`src/rtl/core/wspd_pkg.sv`:
```
package wspd_pkg;

	localparam int SPD_W   = 24;
	localparam int ERR_W   = SPD_W + 1;
	localparam int DER_W   = ERR_W + 1;
	localparam int SUM_W   = 40;
	localparam int GAIN_W  = 24;
	localparam int FF_W    = 8;
	localparam int DUTY_W  = 8;
	localparam int IDX_W   = 8;
	localparam int CDATA_W = 24;
	localparam int FRAC_W  = 24;

	// integral product is split into a low unsigned and a high signed slice
	localparam int ILO_W   = SUM_W / 2;
	localparam int IHI_W   = SUM_W - ILO_W;
	localparam int PILO_W  = GAIN_W + 1 + ILO_W + 1;
	localparam int PIHI_W  = GAIN_W + 1 + IHI_W;
	localparam int PP_W    = GAIN_W + 1 + ERR_W;
	localparam int PD_W    = GAIN_W + 1 + DER_W;
	localparam int BIG_W   = GAIN_W + SUM_W + 1;
	localparam int SMALL_W = PD_W + 2;
	localparam int TOT_W   = BIG_W + 1;

	localparam logic [GAIN_W-1:0] GAIN_P_RST = GAIN_W'(16384);
	localparam logic [GAIN_W-1:0] GAIN_I_RST = GAIN_W'(3277);
	localparam logic [GAIN_W-1:0] GAIN_D_RST = '0;
	localparam logic [FF_W-1:0]   FF_RST     = FF_W'(165);

	typedef enum logic [IDX_W-1:0] {
		REG_GAIN_P = 8'd0,
		REG_GAIN_I = 8'd1,
		REG_GAIN_D = 8'd2,
		REG_FF     = 8'd3
	} reg_idx_t;

	typedef struct packed {
		logic adv;
		logic vld;
	} stage_ctl_t;

	typedef struct packed {
		logic pos;
		logic neg;
	} dir_t;

endpackage

```
`src/rtl/core/wspd_integ.sv`:
```
module wspd_integ
	import wspd_pkg::*;
(
	input  logic                     clk,
	input  logic                     arst_n,
	input  stage_ctl_t               ctl,
	input  logic signed [SPD_W-1:0]  target_s1,
	input  logic signed [SPD_W-1:0]  measured_s1,
	output logic signed [ERR_W-1:0]  err_s2,
	output logic signed [DER_W-1:0]  der_s2,
	output logic signed [SUM_W-1:0]  sum_s2,
	output dir_t                     dir_s2
);

	localparam logic signed [SUM_W-1:0] SUM_MAX = {1'b0, {(SUM_W-1){1'b1}}};
	localparam logic signed [SUM_W-1:0] SUM_MIN = {1'b1, {(SUM_W-1){1'b0}}};

	logic signed [SUM_W-1:0] sum_q;
	logic signed [ERR_W-1:0] prev_err_q;
	logic signed [ERR_W-1:0] err;
	logic signed [DER_W-1:0] der;
	logic signed [SUM_W:0]   sum_raw;
	logic signed [SUM_W-1:0] sum_sat;
	dir_t                    dir;

	always_comb begin
		err     = ERR_W'(target_s1) - ERR_W'(measured_s1);
		der     = DER_W'(err) - DER_W'(prev_err_q);
		sum_raw = (SUM_W+1)'(sum_q) + (SUM_W+1)'(err);
		if (sum_raw[SUM_W] != sum_raw[SUM_W-1]) begin
			sum_sat = sum_raw[SUM_W] ? SUM_MIN : SUM_MAX;
		end else begin
			sum_sat = sum_raw[SUM_W-1:0];
		end
		dir.neg = target_s1[SPD_W-1];
		dir.pos = !target_s1[SPD_W-1] && (target_s1 != '0);
	end

	always_ff @(posedge clk or negedge arst_n) begin
		if (!arst_n) begin
			sum_q      <= '0;
			prev_err_q <= '0;
		end else if (ctl.adv && ctl.vld) begin
			sum_q      <= sum_sat;
			prev_err_q <= err;
		end
	end

	always_ff @(posedge clk) begin
		if (ctl.adv) begin
			err_s2 <= err;
			der_s2 <= der;
			sum_s2 <= sum_sat;
			dir_s2 <= dir;
		end
	end

endmodule

```
`config.mk`:
```
export PLATFORM = sky130hd
export DESIGN_NAME = wspd_integ
export DESIGN_NICKNAME = d
export VERILOG_FILES = /design/src/rtl/core/wspd_pkg.sv /design/src/rtl/core/wspd_integ.sv
export SDC_FILE = /design/constraint.sdc
export NUM_CORES = 1
export LEC_CHECK = 0
export ABC_AREA = 1
export BUFFER_PORTS_ARGS = -buffer_cell sky130_fd_sc_hd__buf_4
export CAP_MARGIN = 0
export CORE_ASPECT_RATIO = 1.25
export CORE_MARGIN = 8
export CORE_UTILIZATION = 54
export DETAILED_ROUTE_END_ITERATION = 16
export PLACE_DENSITY_LB_ADDON = 0.05
export SLEW_MARGIN = 20
export SYNTH_ARGS = -nofsm -noshare
export SYNTH_HDL_FRONTEND = slang
export SYNTH_SLANG_ARGS = --single-unit
```
`constraint.sdc`:
```
create_clock -name clk -period 2.8 [get_ports clk]
set_input_delay 0.84 -clock clk [delete_from_list [all_inputs] [get_ports clk]]
set_output_delay 0.84 -clock clk [all_outputs]
set_load 0.005 [all_outputs]
```
==> results of run 1 <==
==> per-stage QoR <==
step | std cells | hold WS [ns] | setup WS [ns] | cell area, sq um | utilization (%)
floorplan | 1410 | 0.4490 | -1.267 | 11570 | -
CTS | 2247 | 0.3907 | -1.243 | 18530 | 91.83
detailed placement | 2147 | 0.4787 | -1.908 | 15510 | 76.90
global placement | 2147 | 0.4665 | -1.817 | 15510 | 76.90
==> cell usage after synthesis, types with 9 or more instances <==
| library cell | instances |
|---|---|
| sky130_fd_sc_hd__nor2_1 | 122 |
| sky130_fd_sc_hd__nand4_1 | 15 |
| sky130_fd_sc_hd__o21ai_0 | 62 |
| sky130_fd_sc_hd__clkbuf_1 | 11 |
| sky130_fd_sc_hd__ha_1 | 89 |
| sky130_fd_sc_hd__o21bai_1 | 9 |
| sky130_fd_sc_hd__nand2_2 | 15 |
| sky130_fd_sc_hd__o21ai_2 | 10 |
| sky130_fd_sc_hd__dfrtp_1 | 65 |
| sky130_fd_sc_hd__a21oi_1 | 92 |
| sky130_fd_sc_hd__a31oi_1 | 26 |
| sky130_fd_sc_hd__nand3_1 | 48 |
| sky130_fd_sc_hd__nor3_1 | 16 |
| sky130_fd_sc_hd__xor2_1 | 50 |
| sky130_fd_sc_hd__xnor2_1 | 18 |
| sky130_fd_sc_hd__nor4_1 | 10 |
| sky130_fd_sc_hd__nand2_1 | 410 |
| sky130_fd_sc_hd__inv_1 | 175 |
| sky130_fd_sc_hd__edfxtp_1 | 93 |
==> layer usage <==
layer  GRT overflow  GRT usage, %
met1              0         61.44
met4              1         59.45
met3              0         47.59
met5              0         24.04
met2              1         80.91
==> kinds of logic after synthesis <==
group	Yosys count	share of synthesized area (%)
and+or+nand+nor	665	25.19
buffers and inverters	199	7.313
DFF	158	39.80
xor gates and xnor gates	68	5.363
adders and majority gates	92	10.57
AOI/OAI and AO/OA	228	11.76
==> what timing repair did <==
item | CTS
gates cloned | 10
gates resized for setup | 363
buffers inserted | 64
pin swaps | 112
endpoints found under the hold margin | 0
hold buffers | 0
endpoints found under the setup margin | 101
==> impl_metrics.json, run 1 <==
{
  "run_status": "did not finish",
  "failed_stage": "global routing (5_1_grt)",
  "error_message": "[ERROR GRT-0116] Global routing finished with congestion. Check the congestion regions in the DRC Viewer.",
  "htree_num_levels": 4,
  "synth.yosys.warnings": 0,
  "ctsLongestPathBuffers": 2,
  "tritoncts_num_sinks": 158,
  "synth.lib_cells_used.distinct": 45,
  "grt_pass1_vias": 17780,
  "boundaryPins": 145,
  "initial_utilization_pct": 55.04,
  "postSynthCellCount": 1410,
  "buffers_on_ports": 144,
  "clock_tree.root_cell": "sky130_fd_sc_hd__clkbuf_16",
  "synthesis.area_per_instance_sq_um": 7.875,
  "syn_area_sq_mm": 0.01110,
  "fp.dieH_um": 176.3,
  "async_reset_ff_share_pct": 41.14,
  "fp.dieW_um": 144.3,
  "core.rowCount": 58,
  "postSynthNetCount": 1554,
  "synth_seq_area_share_pct": 39.80,
  "residual_overflow_from_global_routing": 2,
  "globalRouteTotalUtil_pct": 62.85,
  "netlist.area_leader.share_pct": 25.15,
  "synth_top_area_cell": "sky130_fd_sc_hd__edfxtp_1",
  "wire_length_of_the_first_global_routing_pass_mm": 115.8,
  "synth-seq-cells": 158,
  "synth.area.top_cells": "sky130_fd_sc_hd__edfxtp_1, sky130_fd_sc_hd__dfrtp_1, sky130_fd_sc_hd__nand2_1, sky130_fd_sc_hd__ha_1, sky130_fd_sc_hd__inv_1",
  "dp_hpwl_mm": 31.60,
  "place.gp.congestion": 0.9445,
  "synth_edf_count": 93,
  "grt_start_max_net_pins": 94,
  "dominantRegCellSynth": "sky130_fd_sc_hd__edfxtp_1",
  "cts-buffers-inserted": 17
}
==> run 2, diff against run 1 <==
- CORE_ASPECT_RATIO: 1.25 -> unset
- CORE_UTILIZATION: 54 -> 39
- PLACE_DENSITY_LB_ADDON: 0.05 -> 0.15
==> run 2 against run 1 <==
  * The flow now finishes, with violations (setup timing)
  * Synthesized cell count unchanged
  * Synthesized area unchanged
==> impl_metrics.json, run 2 <==
{
  "run_status": "finished, violations left",
  "violations": "setup timing",
  "synth.area.top_cells": "sky130_fd_sc_hd__edfxtp_1, sky130_fd_sc_hd__dfrtp_1, sky130_fd_sc_hd__nand2_1, sky130_fd_sc_hd__ha_1, sky130_fd_sc_hd__inv_1",
  "setup_ws_ns": -1.248,
  "layout_commonest_cell": "sky130_fd_sc_hd__buf_4",
  "slew_at_the_pin_with_the_worst_max_slew_slack_ns": 0.4776,
  "synth_top_family_by_area": "simple AND/OR/NAND/NOR gates",
  "async_reset_ff_share_pct": 41.14,
  "initial_antenna_violation_count": 0,
  "residual_overflow_from_global_routing": 0,
  "tritoncts_num_sinks": 158,
  "cts_tree": "done",
  "synth_edf_count": 93,
  "place.gp.congestion": 0.9261,
  "critPathMaxStageDelay_ns": 0.33,
  "ff2ff_setup_slack_ns": 0.14,
  "synth.yosys.warnings": 0,
  "synth_xor_xnor_area_share_pct": 5.363,
  "slew_violations": 0,
  "drt-pass1-iter-count": 5,
  "initial_utilization_pct": 39.75,
  "clock_tree.root_cell": "sky130_fd_sc_hd__clkbuf_16",
  "clk_pin_slew_worst_paths_ns": 0.07,
  "postSynthCellCount": 1410,
  "cp_num_buf_inv": 4,
  "cts-buffers-inserted": 17,
  "ys_top_cells_by_count": "sky130_fd_sc_hd__nand2_1, sky130_fd_sc_hd__inv_1, sky130_fd_sc_hd__nor2_1",
  "htree_num_levels": 4,
  "number_of_antenna_repair_diodes": 0,
  "fp.dieH_um": 184.7,
  "synth_top_area_cell": "sky130_fd_sc_hd__edfxtp_1",
  "syn_area_sq_mm": 0.01110,
  "wl_per_cell_um": 17.55,
  "drt_first_iter_violations": 821,
  "reg2reg_to": "sum_s2[19]$_DFFE_PP_",
  "rsz0062_at_grt": "yes",
  "final_min_period_over_clock_period_pct": 144.6,
  "placeableCoreArea_sq_mm": 0.02793,
  "total_leakage_power_uw": 0.008841,
  "wl_mm": 41.52,
  "wire_length_of_the_first_global_routing_pass_mm": 64.11,
  "fin_hold_viols": 0,
  "cp_data_arrival_time_ns": 4.23,
  "post-place-ws_ns": -1.975,
  "floorplan_die_area_sq_mm": 0.03413,
  "setup_violations": 102,
  "synth_seq_area_share_pct": 39.80,
  "globalRouteTotalUtil_pct": 24.04,
  "buffers_on_ports": 144,
  "finalNetCount": 2118,
  "worstSetupEndpointType": "register",
  "synth_compound_gate_area_share_pct": 11.76,
  "yosys.area_share.simple_pct": 25.19,
  "final_cell_mix": "sky130_fd_sc_hd__buf_4, sky130_fd_sc_hd__nand2_1, sky130_fd_sc_hd__inv_1",
  "setup.worst_path.class": "primary input to register",
  "netlist.area_leader.share_pct": 25.15,
  "maximum_fanout_along_the_worst_path": 6,
  "post_route_cells_drive_above_1_share_pct": 48.82,
  "critical_path.top_delay_family": "simple AND/OR/NAND/NOR gates",
  "boundaryPins": 145,
  "grt_start_max_net_pins": 67,
  "timing.slew.headroom_pct": 68.16,
  "avgViaCountPerCell": 4.979,
  "hold_path_class": "primary input to async pin",
  "synthesis.area_per_instance_sq_um": 7.875,
  "top_regs": "sum_q: 40 flops, sum_s2: 40 flops, der_s2: 26 flops",
  "max-cap-violations": 0,
  "ctsLongestPathBuffers": 2,
  "postSynthNetCount": 1554,
  "synth-seq-cells": 158,
  "post_synth_mux_area_share_pct": 0,
  "worst_setup_path_start_kind": "primary input",
  "synthToLayoutAreaGrowth_pct": 68.68,
  "antenna_left": 0,
  "final.setup_skew_ns": 0.02042,
  "core.rowCount": 61,
  "grt_pass1_vias": 11950,
  "period_minus_slack_ns": 4.048,
  "max_clock_freq_mhz": 247.0,
  "power.total_uw": 24840,
  "post-route-drc-count": 0,
  "r2r_cell_count": 15,
  "dr_total_vias": 11780,
  "synth.lib_cells_used.distinct": 45,
  "fp.dieW_um": 184.7,
  "cp.required_ns": 2.98,
  "pd_cells_mw_per_mm2": 1326,
  "crit_top_cell": "sky130_fd_sc_hd__nand2_2",
  "yosys.area_share.adder_pct": 10.57,
  "timing.critical_path.slowest_stage_cell": "sky130_fd_sc_hd__fa_2",
  "ir_drop_uv": 870.5,
  "post-synth-top-count-cell": "sky130_fd_sc_hd__nand2_1",
  "clk_latency_ns": 0.44,
  "dominantRegCellSynth": "sky130_fd_sc_hd__edfxtp_1",
  "regToRegStartpoint": "sum_q[0]$_DFFE_PN0P_",
  "dp_hpwl_mm": 30.23
}
-- run 2: cell counts after synthesis --
No cell type changed its count.
-- run 2: area by class of cell --
type                       count  area, sq um
timing repair buffer         565         4591
timing repair inverter         2        25.02
clock inverter                14        147.6
sequential                   158         4419
multi-input combinational   1053         7933
clock buffer                  18        439.2
tap                          378        473.0
inverter                     177        703.2
fill                        2308         9204
-- run 2: per-stage QoR --
step / hold WS, ns / setup TNS (ns) / instances / util (%) / instance area [sq um]
2_1_floorplan: 0.4490 / -105.74 / 1410 / - / 11570
3_3_place_gp: 0.4645 / -181.68 / 2264 / 56.22 / 15710
3_5_place_dp: 0.4747 / -180.18 / 2264 / 56.22 / 15710
4_1_cts: 0.4277 / -107.82 / 2345 / 64.60 / 18050
5_1_grt: 0.4361 / -130.45 / 2365 / 67.05 / 18730
6_report: 0.4083 / -114.66 / 2365 / 67.05 / 18730
-- run 2: layer usage --
metal / share of wire (%) / routed length, um / global-route usage (%) / up-vias
li1: - / - / - / 5802
met1: 46 / 19250 / 32.66 / 5704
met2: 48 / 19940 / 40.49 / 224
met3: 4.1 / 1689 / 2.638 / 45
met4: 1.5 / 633 / 5.794 / 0
met5: 0 / 0 / 0 / -
-- run 2: how the worst max path moves through the flow --
| stage | start | to | slack [ns] | cells past startpoint |
|---|---|---|---|---|
| 3_3_place_gp | target_s1[17] | sum_s2[36]$_DFFE_PP_ | -2.03 | 23 |
| 5_1_grt | target_s1[0] | sum_s2[8]$_DFFE_PP_ | -1.42 | 29 |
| 3_5_place_dp | target_s1[17] | sum_s2[27]$_DFFE_PP_ | -1.98 | 23 |
| 4_1_cts | target_s1[0] | sum_s2[18]$_DFFE_PP_ | -1.21 | 25 |
| 2_1_floorplan | target_s1[0] | sum_s2[10]$_DFFE_PP_ | -1.27 | 25 |
| 6_report | target_s1[0] | sum_s2[8]$_DFFE_PP_ | -1.25 | 25 |
-- run 2: kinds of logic after synthesis --
logic type	after synthesis
AOI/OAI and AO/OA	228
xor gates and xnor gates	68
adders and majority gates	92
buffers and inverters	199
DFF	158
and+or+nand+nor	665
-- run 2: power breakdown --
part           internal, uW  switching [uW]
combinational          8710            9270
sequential             3890             527
clock                  1290            1160
-- run 2: what timing repair did --
action / 4_1_cts / 5_1_grt
hold buffers: 0 / 0
setup buffers: 49 / 26
pin swaps: 69 / 57
gates resized for setup: 272 / 140
endpoints found under the setup margin: 101 / 103
gates cloned: 6 / 1
Note: power is estimated with default switching activity, not from simulation.
