===== config.mk =====
export PLATFORM = sky130hd
export DESIGN_NAME = wspd_drive
export DESIGN_NICKNAME = d
export VERILOG_FILES = /design/src/rtl/core/wspd_pkg.sv /design/src/rtl/core/wspd_drive.sv
export SDC_FILE = /design/constraint.sdc
export NUM_CORES = 1
export LEC_CHECK = 0
export ABC_AREA = 1
export ABC_CLOCK_PERIOD_IN_PS = 1700
export BUFFER_PORTS_ARGS = -buffer_cell sky130_fd_sc_hd__clkbuf_2
export CORE_MARGIN = 2
export CORE_UTILIZATION = 56
export DETAILED_ROUTE_END_ITERATION = 10
export PLACE_DENSITY = 0.8
export SYNTH_ARGS = -nofsm -noshare
export SYNTH_HDL_FRONTEND = slang
export SYNTH_SLANG_ARGS = --single-unit

===== constraint.sdc =====
create_clock -name clk -period 1.7 [get_ports clk]
set_input_delay 0.085 -clock clk [delete_from_list [all_inputs] [get_ports clk]]
set_output_delay 0.085 -clock clk [all_outputs]
set_load 0.05 [all_outputs]

===== src/rtl/core/wspd_pkg.sv =====
package wspd_pkg;

	localparam int SPD_W   = 24;
	localparam int ERR_W   = SPD_W + 1;
	localparam int DER_W   = ERR_W + 1;
	localparam int SUM_W   = 40;
	localparam int GAIN_W  = 24;
	localparam int FF_W    = 8;
	localparam int DUTY_W  = 8;
	localparam int IDX_W   = 8;
	localparam int CDATA_W = 24;
	localparam int FRAC_W  = 24;

	// integral product is split into a low unsigned and a high signed slice
	localparam int ILO_W   = SUM_W / 2;
	localparam int IHI_W   = SUM_W - ILO_W;
	localparam int PILO_W  = GAIN_W + 1 + ILO_W + 1;
	localparam int PIHI_W  = GAIN_W + 1 + IHI_W;
	localparam int PP_W    = GAIN_W + 1 + ERR_W;
	localparam int PD_W    = GAIN_W + 1 + DER_W;
	localparam int BIG_W   = GAIN_W + SUM_W + 1;
	localparam int SMALL_W = PD_W + 2;
	localparam int TOT_W   = BIG_W + 1;

	localparam logic [GAIN_W-1:0] GAIN_P_RST = GAIN_W'(16384);
	localparam logic [GAIN_W-1:0] GAIN_I_RST = GAIN_W'(3277);
	localparam logic [GAIN_W-1:0] GAIN_D_RST = '0;
	localparam logic [FF_W-1:0]   FF_RST     = FF_W'(165);

	typedef enum logic [IDX_W-1:0] {
		REG_GAIN_P = 8'd0,
		REG_GAIN_I = 8'd1,
		REG_GAIN_D = 8'd2,
		REG_FF     = 8'd3
	} reg_idx_t;

	typedef struct packed {
		logic adv;
		logic vld;
	} stage_ctl_t;

	typedef struct packed {
		logic pos;
		logic neg;
	} dir_t;

endpackage


===== src/rtl/core/wspd_drive.sv =====
module wspd_drive
	import wspd_pkg::*;
(
	input  logic                      clk,
	input  logic                      arst_n,
	input  stage_ctl_t                ctl,
	input  logic signed [BIG_W-1:0]   big_s4,
	input  logic signed [SMALL_W-1:0] small_s4,
	input  dir_t                      dir_s4,
	output logic [DUTY_W-1:0]         pin_a_q,
	output logic [DUTY_W-1:0]         pin_b_q,
	output logic                      clamp_q
);

	logic signed [TOT_W-1:0] total;
	logic                    neg;
	logic                    over;
	logic                    frac_only;
	logic [DUTY_W-1:0]       duty;
	logic                    clamped;

	always_comb begin
		total     = TOT_W'(big_s4) + TOT_W'(small_s4);
		neg       = total[TOT_W-1];
		over      = |total[TOT_W-2:FRAC_W+DUTY_W];
		// negative drive above -1 truncates to zero, no clamp
		frac_only = (&total[TOT_W-1:FRAC_W]) && (|total[FRAC_W-1:0]);
		if (neg) begin
			duty    = '0;
			clamped = !frac_only;
		end else if (over) begin
			duty    = '1;
			clamped = 1'b1;
		end else begin
			duty    = total[FRAC_W+DUTY_W-1:FRAC_W];
			clamped = 1'b0;
		end
	end

	// pin registers double as the held levels for a zero target
	always_ff @(posedge clk or negedge arst_n) begin
		if (!arst_n) begin
			pin_a_q <= '0;
			pin_b_q <= '0;
			clamp_q <= 1'b0;
		end else if (ctl.adv && ctl.vld) begin
			clamp_q <= clamped;
			if (dir_s4.pos) begin
				pin_a_q <= '0;
				pin_b_q <= duty;
			end else if (dir_s4.neg) begin
				pin_a_q <= duty;
				pin_b_q <= '0;
			end
		end
	end

endmodule


==> results of run 1 <==
==> cell families after synthesis <==
| kind of cell | after synthesis | share of synthesized area [%] |
|---|---|---|
| AND/OR/NAND/NOR | 1116 | 59.8 |
| adder cells (fa/ha/maj) | 66 | 10.9 |
| flip-flops | 17 | 5.57 |
| XOR/XNOR | 10 | 1.15 |
| AO/OA/AOI/OAI | 65 | 4.67 |
| buffers and inverters | 363 | 17.9 |
==> timing repair <==
item	CTS
gates resized for setup	264
buffers inserted	20
hold endpoints to repair	17
pin swaps	68
hold buffers	1
setup endpoints to repair	17
==> Yosys cell counts, drive strengths merged <==
master | number | area, sq um
a21boi | 2 | 15.0
o21ai | 10 | 53.8
nand2 | 780 | 2950
dfrtp | 17 | 425
xor2 | 8 | 70.1
clkbuf | 1 | 3.75
nand3 | 122 | 621
o21bai | 2 | 15.0
o31ai | 1 | 7.51
fa | 1 | 20.0
a21oi | 46 | 234
inv | 361 | 1360
buf | 1 | 5.00
a21o | 1 | 7.51
nand3b | 19 | 143
nor3 | 12 | 60.1
o2111ai | 1 | 8.76
ha | 65 | 813
and2 | 4 | 27.5
nand4 | 11 | 68.8
or2 | 2 | 12.5
and3 | 3 | 18.8
nor4 | 6 | 37.5
xnor2 | 2 | 17.5
a211oi | 1 | 7.51
o211ai | 1 | 7.51
nor2 | 157 | 627
==> through the flow <==
| stage | cells | setup TNS, ps | hold WS (ps) |
|---|---|---|---|
| 4_1_cts | 2214 | -11040 | 191 |
| 3_3_place_gp | 2189 | -18960 | 16.0 |
| 2_1_floorplan | 1637 | -7250 | -211 |
| 3_5_place_dp | 2189 | -20140 | 30.7 |
==> routing by layer <==
| layer | GRT usage, % | overflow |
|---|---|---|
| met5 | 32.4 | 0 |
| met4 | 109 | 216 |
| met3 | 69.0 | 13 |
| met2 | 130 | 885 |
| met1 | 85.8 | 34 |
==> results, run 1 <==
- The run ended at global routing (5_1_grt).
- The sink count of the clock tree is 17.
- Global routing used 96.4% of the available tracks.
- The last reported worst endpoint of the global-route repair pass is pin_a_q[7]$_DFFE_PN0P_/D.
- The clock tree root driver cell is sky130_fd_sc_hd__clkbuf_16.
- The initial core utilization is 57.4%.
- The maximum clock path buffer count is 2.
- After floorplanning, the core was divided into 42 placement rows.
- The flow did not finish.
- 141 I/O pins were placed.
- The netlist area before placement is 0.00763 sq mm.
- The H-tree depth is 1.
- After global routing the overflow that remains totals 1,148.
- At the placement stage, the worst setup path has a slack of -1220 ps.
- After the last repair the worst path ends at a sequential cell input.
- The tool reported: "[ERROR GRT-0232] Routing congestion too high. Check the congestion heatmap in the GUI".
- The number of port buffers is 140.
- The congestion estimate from routability-driven global placement came to 1.11.
- The number of nets in the synthesized netlist is 1,827.
- The register area share after synthesis is 5.57%.
- The count of unique library cells instantiated by Yosys is 37.
- Yosys printed 0 warnings.
- The area after detailed placement is 0.0104 sq mm.
- In this run, synthesis produced a sequential element count of 17.
- The average instance area after synthesis is 4.66 sq um.
- Detailed placement finished with a half-perimeter wire length of 27.4 mm.
- Synthesis handed over a netlist of 1,637 instances.
- The chip height is 121 um.
- Entering global routing, the biggest net connects 18 pins.
- The floorplan step set the die width to 121 um.
- Buffers inserted during clock tree synthesis total 3.
==> run 2: changes to the inputs <==
--- a/config.mk
+++ b/config.mk
@@ -9,9 +9,9 @@
 export ABC_CLOCK_PERIOD_IN_PS = 1700
 export BUFFER_PORTS_ARGS = -buffer_cell sky130_fd_sc_hd__clkbuf_2
 export CORE_MARGIN = 2
-export CORE_UTILIZATION = 56
+export CORE_UTILIZATION = 40
 export DETAILED_ROUTE_END_ITERATION = 10
-export PLACE_DENSITY = 0.8
+export PLACE_DENSITY_LB_ADDON = 0.15
 export SYNTH_ARGS = -nofsm -noshare
 export SYNTH_HDL_FRONTEND = slang
 export SYNTH_SLANG_ARGS = --single-unit
==> results, run 2 <==
- The count of unique library cells instantiated by Yosys was 37 (unchanged).
- The post-DP HPWL was 29.3 mm (+7.0%).
- Fill cells in the final layout number 1,717.
- Measured against its own limit, the worst slew margin works out to 56.2%.
- The delay of the slowest critical-path stage is 250 ps.
- The required time of the worst setup path is 1830 ps.
- For this block, the initial DRC count from the detailed router was 836.
- Walking the worst path, the cells encountered are clkbuf_2, ha_4, nand2_2, inv_1, a21oi_2, nand2_4, nand2_2, nand2_2, nand2_2, nand2_4, nand2_2, nand2_1, nand2_1, nand2_1, nor3_2, nand3_2, nor2_4, nand3b_1, nand3_1, nand2_1.
- The kind of capture point of the worst setup path is a register.
- The first global-routing pass estimated 54.7 mm of wire.
- The checks that failed: setup timing.
- The H-tree depth is 1 (unchanged).
- The transition time at the pin with the least slew margin is 657 ps.
- The count of boundary I/O pins is 141 (unchanged).
- The sink count of the clock tree came to 17 (unchanged).
- The antenna diode instance count is 0.
- The initial antenna violation count is 0.
- The worst path uses 141% of the clock period.
- The most common library cell in the layout ignoring fill and taps is sky130_fd_sc_hd__nand2_1.
- The area growth from synthesis to layout is 71.1%.
- The chip height is 142 um (+18%).
- The max capacitance violation total is 0.
- Among all cell types in the netlist, the one instantiated most often is sky130_fd_sc_hd__nand2_1.
- The post-route worst setup slack is -698 ps.
- The largest fanout of any net on the critical path is 8.
- The number of enable-type register cells in the synthesized netlist is 0 (unchanged).
- The netlist area before placement came to 0.00763 sq mm (unchanged).
- The overall via count from detail_route is 11,408.
- The critical path start-end classification is input port to register.
- The post-synthesis instance total is 1,637 (unchanged).
- At the end of the flow, the number of nets in the layout was 2,286.
- The number of hold-slack violations in the final timing report was 0.
- After floorplanning, the core was sized to cover 0.0187 sq mm.
- The classification of the worst-slack hold path is input port to register.
- The number of placement rows is 50 (+19%).
- The clock arrives with 0 ps of skew.
- The average instance area after synthesis came to 4.66 sq um (unchanged).
- Setup repair after global routing could not meet its margin everywhere.
- Static timing analysis puts the maximum clock frequency at 0.417 GHz.
- The slowest stage of the critical path is the sky130_fd_sc_hd__ha_4 cell.
- The total overflow left after global routing is 0.
- The overall routing resource usage is 34.4%.
- Among all flip-flop cells after synthesis, the most frequent one is sky130_fd_sc_hd__dfrtp_1.
- The number of global-route vias before repair came to 10,775.
- The critical path data arrival time is 2530 ps.
- The clock latency of the later-clocked register in the worst-skew pair is 240 ps.
- After detailed routing, the number of vias per cell comes to 4.90.
- Hold timing on the final database bottoms out at a slack of 124 ps.
- The final routed wirelength across all metal layers is 35.2 mm.
- The area of all placed cells without fillers is 0.0131 sq mm.
- The detailed-route wire length per cell is 15.1 um.
- STA classifies the critical path startpoint as an input port.
- TritonCTS built the clock tree.
- The width of the die is 142 um (+18%).
- The root buffer cell chosen for the clock tree is sky130_fd_sc_hd__clkbuf_16.
- The final weighted congestion of routability-driven global placement is 0.999 (-10%).
- The worst vdd rail ir drop is 0.325 mV.
- The share of flip-flops with an asynchronous set or reset is 100% (unchanged).
- The worst slack at placement was -1350 ps (-125 ps).
- The number of pins with negative max-slew slack in the final report is 0.
- The residual DRC count is 0.
- In the synthesized netlist, the cells that appear most often are sky130_fd_sc_hd__nand2_1 (770), sky130_fd_sc_hd__inv_1 (360), sky130_fd_sc_hd__nor2_1 (146), sky130_fd_sc_hd__nand3_1 (120), sky130_fd_sc_hd__ha_1 (65).
- In the layout the commonest cells are sky130_fd_sc_hd__nand2_1 (623), sky130_fd_sc_hd__inv_1 (347), sky130_fd_sc_hd__buf_4 (307).
- Together, buffers and inverters on the worst path number 2.
- The post-route minimum period is 2400 ps.
- The die covers 0.0202 sq mm.
- The register area share after synthesis is 5.57% (unchanged).
- The first detailed-routing pass took 6 iterations.
- The number of endpoints failing setup at the final stage is 17.
- The maximum clock path buffer count is 2 (unchanged).
- The family with the most delay on the worst path is simple AND/OR/NAND/NOR gates.
- The pin count of the biggest net entering global routing is 18.
- In the final layout, the share of cells above drive strength 1 is 40.2%.
- The area after detailed placement was 0.0109 sq mm (+4.3%).
- For this design the static power due to leakage is 7.71 nW.
- The most prevalent standard cell on the critical path is sky130_fd_sc_hd__nand2_2.
- By area the synthesized netlist is led by sky130_fd_sc_hd__nand2_1 (38%), sky130_fd_sc_hd__inv_1 (18%), sky130_fd_sc_hd__ha_1 (11%).
- Once detail routing completed, the nets flagged for antenna violations numbered 0.
- The number of buffers added by the clock tree synthesis step is 3 (unchanged).
- The total power per unit cell area is 463 mW/mm^2.
- The largest registers in the layout are pin_a_q x8, pin_b_q x8, clamp_q x1.
- The flow ran to the end, but the final reports show violations.
- The initial core utilization is 40.8% (-17 points).
- The net count after synthesis is 1,827 (unchanged).
- Measured on the finished design, the core utilization comes to 69.8%.
- The total of warnings raised by yosys came to 0 (unchanged).
- The clock input transition at the sequential cells of the worst setup and hold paths is 50 ps.
- The number of port buffers is 140 (unchanged).
- After layout, the design draws a total of 0.00604 W.
- The area share of the leading cell type in the synthesized netlist is 37.9% (unchanged).
- The synthesis-stage register bit count came to 17 (unchanged).
- The biggest area contributor in the post-synthesis netlist is sky130_fd_sc_hd__nand2_1.
[run 2: cell counts after synthesis]
No cell type changed its count.
[run 2: cell families (layout without fill, tap and decap cells)]
logic type	Yosys count	in the layout	synth area share, %
adder cells (fa/ha/maj)	66	66	10.9
AO/OA/AOI/OAI	65	65	4.67
AND/OR/NAND/NOR	1116	1116	59.8
flip-flops	17	17	5.57
XOR/XNOR	10	10	1.15
buffers and inverters	363	821	17.9
[run 2: metal layers]
metal,part of all wire (%),track usage (%),routed length (um)
met1,47,49.4,16600
met2,43,55.8,15100
met3,6.8,1.99,2390
met4,3.2,9.11,1140
met5,0,0,0
[run 2: layout make-up]
type	count	area (sq um)	share of cell area, %
Clock buffer	4	78.8	0.604
Inverter	361	1360	10.4
Multi-Input combinational cell	1257	7760	59.4
Sequential cell	17	425	3.26
Tap cell	234	293	2.24
Timing Repair Buffer	456	3150	24.1
[run 2: final timing paths]
kind                            start          to  slack, ps  depth (start not counted)
max in group asynchronous      arst_n  pin_b_q[5]       1100                          2
setup / recovery            big_s4[6]  pin_a_q[2]       -700                         20
min in group asynchronous      arst_n  pin_b_q[0]        320                          2
setup reg to reg           pin_b_q[5]  pin_b_q[5]       1070                          2
hold reg to reg            pin_b_q[3]  pin_b_q[3]        470                          2
hold / removal                 ctl[1]     clamp_q        120                          4
[run 2: what timing repair did]
action | CTS | global route
hold buffers | 1 | 0
pin swaps | 100 | 66
hold endpoints to repair | 17 | 0
setup buffers | 17 | 10
setup endpoints to repair | 17 | 17
resized for setup | 324 | 105
[run 2: per-stage QoR]
stage / instances / setup TNS (ps)
final: 2329 / -11520
after global routing: 2329 / -13820
after CTS: 2319 / -9810
after detailed placement: 2297 / -22430
after global placement: 2297 / -21800
after floorplan: 1637 / -7250
[run 2: worst register-to-register path, cell delays in order, from the launching register on]
cell and delay (ps):
sky130_fd_sc_hd__dfrtp_1 380, sky130_fd_sc_hd__nand2_1 80, sky130_fd_sc_hd__nand2_1 60
[run 2: report_power, final]
| group | total (W) | internal (W) | switching [W] |
|---|---|---|---|
| Combinational | 0.00506 | 0.00212 | 0.00293 |
| Clock | 0.000457 | 0.000317 | 0.000140 |
| Sequential | 0.000526 | 0.000484 | 0.0000422 |
| Total | 0.00604 | 0.00292 | 0.00312 |
Note: power is estimated with default switching activity, not from simulation.
==> run 3: changes to the inputs <==
--- a/config.mk
+++ b/config.mk
@@ -7,7 +7,7 @@
 export LEC_CHECK = 0
 export ABC_AREA = 1
 export ABC_CLOCK_PERIOD_IN_PS = 1700
-export BUFFER_PORTS_ARGS = -buffer_cell sky130_fd_sc_hd__clkbuf_2
+export BUFFER_PORTS_ARGS = -buffer_cell sky130_fd_sc_hd__buf_2
 export CORE_MARGIN = 2
 export CORE_UTILIZATION = 40
 export DETAILED_ROUTE_END_ITERATION = 10
==> results, run 3 (synthesis gave the netlist of run 2 again) <==
- The flow ran to the end, but the final reports show violations.
- The final reports fail on setup timing.
- The kind of capture point of the worst setup path is a register.
- The number of design-rule violations left by the first detailed-router iteration is 674 (-19%).
- The floorplan die area is 0.0202 sq mm (unchanged).
- Traced cell by cell, the critical path runs through buf_6, ha_4, buf_4, nand2_1, inv_1, nand2_1, nand2_1, a21oi_1, buf_4, nand2_1, a21oi_1, buf_4, nand2_1, nand2_1, nand2_1, nor2_1, nand3_2, nor2_4, nand3b_1, nand3_1, nand2_1.
- The fraction of final layout cells sized beyond drive strength 1 came to 38.0% (-2.2 points).
- The antenna diode instance count is 0 (unchanged).
- The buffer and inverter count on the worst path is 5 (+3).
- The number of pins with negative max-slew slack in the final report came to 0 (unchanged).
- The average vias per placed instance came to 4.89 (-0.21%).
- The initial core utilization was 40.8% (unchanged).
- The cell with the biggest individual delay on the critical path is sky130_fd_sc_hd__ha_4.
- The pin count of the biggest net entering global routing is 18 (unchanged).
- The portion of the clock cycle consumed by the worst path in the final layout is 143% (+2.3 points).
- The met3 wire length is 2.67 mm (+12%).
- The number of hold-slack violations in the final timing report is 0 (unchanged).
- The clock input transition at the sequential cells of the worst setup and hold paths was 50 ps (about the same).
- The post-DP HPWL is 29.1 mm (-0.67%).
- The most prevalent standard cell on the critical path is sky130_fd_sc_hd__nand2_1.
- The critical path data arrival time is 2570 ps (+40 ps).
- The post-route worst setup slack is -738 ps (-39.6 ps).
- The worst max-slew margin expressed relative to the limit is 55.4% (-0.78 points).
- The remaining global-route overflow is 0 (unchanged).
- The count of boundary I/O pins is 141 (unchanged).
- The worst setup path is launched from an input port.
- The sink count of the clock tree is 17 (unchanged).
- The worst vdd rail ir drop is 0.328 mV (+1.0%).
- In the layout the commonest cells are sky130_fd_sc_hd__nand2_1 (624), sky130_fd_sc_hd__inv_1 (350), sky130_fd_sc_hd__buf_4 (257).
- The post-route total power is 0.00592 W (-2.0%).
- The final weighted congestion of routability-driven global placement was 1.05 (+5.6%).
- In this run the top signal layer used is met5.
- The total power per unit cell area is 469 mW/mm^2 (+1.3%).
- The largest registers in the layout are pin_a_q x8, pin_b_q x8, clamp_q x1.
- The wire length of the first global-routing pass is 52.7 mm (-3.8%).
- The H-tree depth was 1 (unchanged).
- The area growth from synthesis to layout is 65.5%.
- The transition time at the pin with the least slew margin came to 666 ps (+9.38 ps).
- The number of global-route vias before repair is 10,505 (-2.5%).
- The classification of the worst-slack hold path is input port to register.
- The delay of the slowest critical-path stage is 230 ps (-20 ps).
- The post-route minimum period is 2440 ps (+39.6 ps).
- The number of endpoints failing setup at the final stage is 17 (unchanged).
- The number of search-and-repair iterations in the first detailed-routing pass came to 6 (unchanged).
- The worst slack at placement was -1180 ps (+169 ps).
- The required time of the worst setup path came to 1830 ps (about the same).
- The detailed-route wire length per cell was 15.4 um (+1.8%).
- The largest fanout of any net on the critical path was 9 (+1).
- The overall routing resource usage is 33.4% (-1.0 points).
- Leaving out fill and tap cells, the most frequent cell in the layout is sky130_fd_sc_hd__nand2_1.
- The final routed wirelength across all metal layers is 35.1 mm (-0.36%).
- The number of placement rows is 50 (unchanged).
- The clock tree from TritonCTS is yes.
- The chip height is 142 um (unchanged).
- The width of the die is 142 um (unchanged).
- Setup repair after global routing could not meet its margin everywhere.
- The clock tree root driver cell is sky130_fd_sc_hd__clkbuf_16.
- The clock latency of the later-clocked register in the worst-skew pair was 240 ps (about the same).
- The residual DRC count is 0 (unchanged).
- The max capacitance violation total was 0 (unchanged).
- The count of nets after finishing came to 2,236 (-2.2%).
- The initial antenna violation count is 1 (+1).
- The placeable core area is 0.0187 sq mm (unchanged).
- The maximum clock frequency came to 0.410 GHz (-1.6%).
- The clock skew is 0 ps (unchanged).
- The leakage power came to 7.43 nW (-3.5%).
- The total routed wire length on the met1 layer is 15.9 mm (-3.8%).
- The antenna violation net count after detailed routing is 0 (unchanged).
- The maximum clock path buffer count is 2 (unchanged).
- The number of port buffers is 140 (unchanged).
- The family with the most delay on the worst path is simple AND/OR/NAND/NOR gates.
- The number of buffers added by the clock tree synthesis step was 3 (unchanged).
- The sum of met2 wire segment lengths after detailed routing is 15.2 mm (+0.60%).
- The critical path start-end classification is input port to register.
- The overall via count from detail_route was 11,140 (-2.3%).
-- run 3: cell count changes in the layout (fill, tap and decap cells not counted), moves of 6 or more --
cell | before | now
sky130_fd_sc_hd__a21oi_2 | 26 | 19
sky130_fd_sc_hd__clkbuf_2 | 137 | 0
sky130_fd_sc_hd__nor2_1 | 79 | 85
sky130_fd_sc_hd__buf_2 | 0 | 137
sky130_fd_sc_hd__a21oi_1 | 16 | 23
sky130_fd_sc_hd__nor2_2 | 51 | 40
sky130_fd_sc_hd__buf_4 | 307 | 257
-- run 3: area by class of cell --
type	count	area, sq um
fillers	1807	6070
flip-flops and latches	17	425
inverters	361	1360
multi-input cells	1257	7720
repair buffers	406	2760
clock buffers	4	78.8
well taps	234	293
-- run 3: final timing paths --
path / start / endpoint / slack [ps] / cells after the start
worst max-delay path: small_s4[52] / pin_a_q[0] / -740 / 21
worst min-delay path: ctl[0] / clamp_q / 120 / 4
worst max register to register: pin_b_q[7] / pin_b_q[7] / 1080 / 2
worst min register to register: pin_a_q[4] / pin_a_q[4] / 470 / 2
max in group asynchronous: arst_n / pin_a_q[7] / 1140 / 2
min in group asynchronous: arst_n / pin_b_q[0] / 290 / 2
-- run 3: routing by layer --
metal / GRT usage (%) / vias to the layer above
met1: 45.5 / 4930
met4: 11.2 / 2
met3: 5.15 / 64
li1: - / 5741
met5: 0 / -
met2: 53.6 / 403
-- run 3: power by group --
group,total [W],internal (W),switching (W)
Combinational,0.00495,0.00201,0.00294
Sequential,0.000523,0.000484,0.0000394
Clock,0.000453,0.000317,0.000136
-- run 3: timing repair --
item,CTS,global route
pin swaps,56,83
endpoints found under the hold margin,17,0
buffers inserted,7,7
gates resized for setup,258,167
hold buffers,1,0
endpoints found under the setup margin,17,17
-- run 3: worst reg2reg max path: stages (launching register included) --
cell	delay [ps]
sky130_fd_sc_hd__dfrtp_1	380
sky130_fd_sc_hd__nand2_1	80
sky130_fd_sc_hd__nand2_1	50
-- run 3: per-stage QoR --
stage / hold slack (ps) / instances / setup TNS, ps / util (%) / instance area [sq um]
floorplan: -211 / 1637 / -7250 / - / 7690
global placement: 17.3 / 2260 / -19330 / 56.5 / 10600
detailed placement: 18.1 / 2260 / -19670 / 56.5 / 10600
CTS: 134 / 2272 / -10260 / 63.7 / 11900
global route: 190 / 2279 / -14720 / 67.6 / 12600
finish: 124 / 2279 / -11590 / 67.6 / 12600
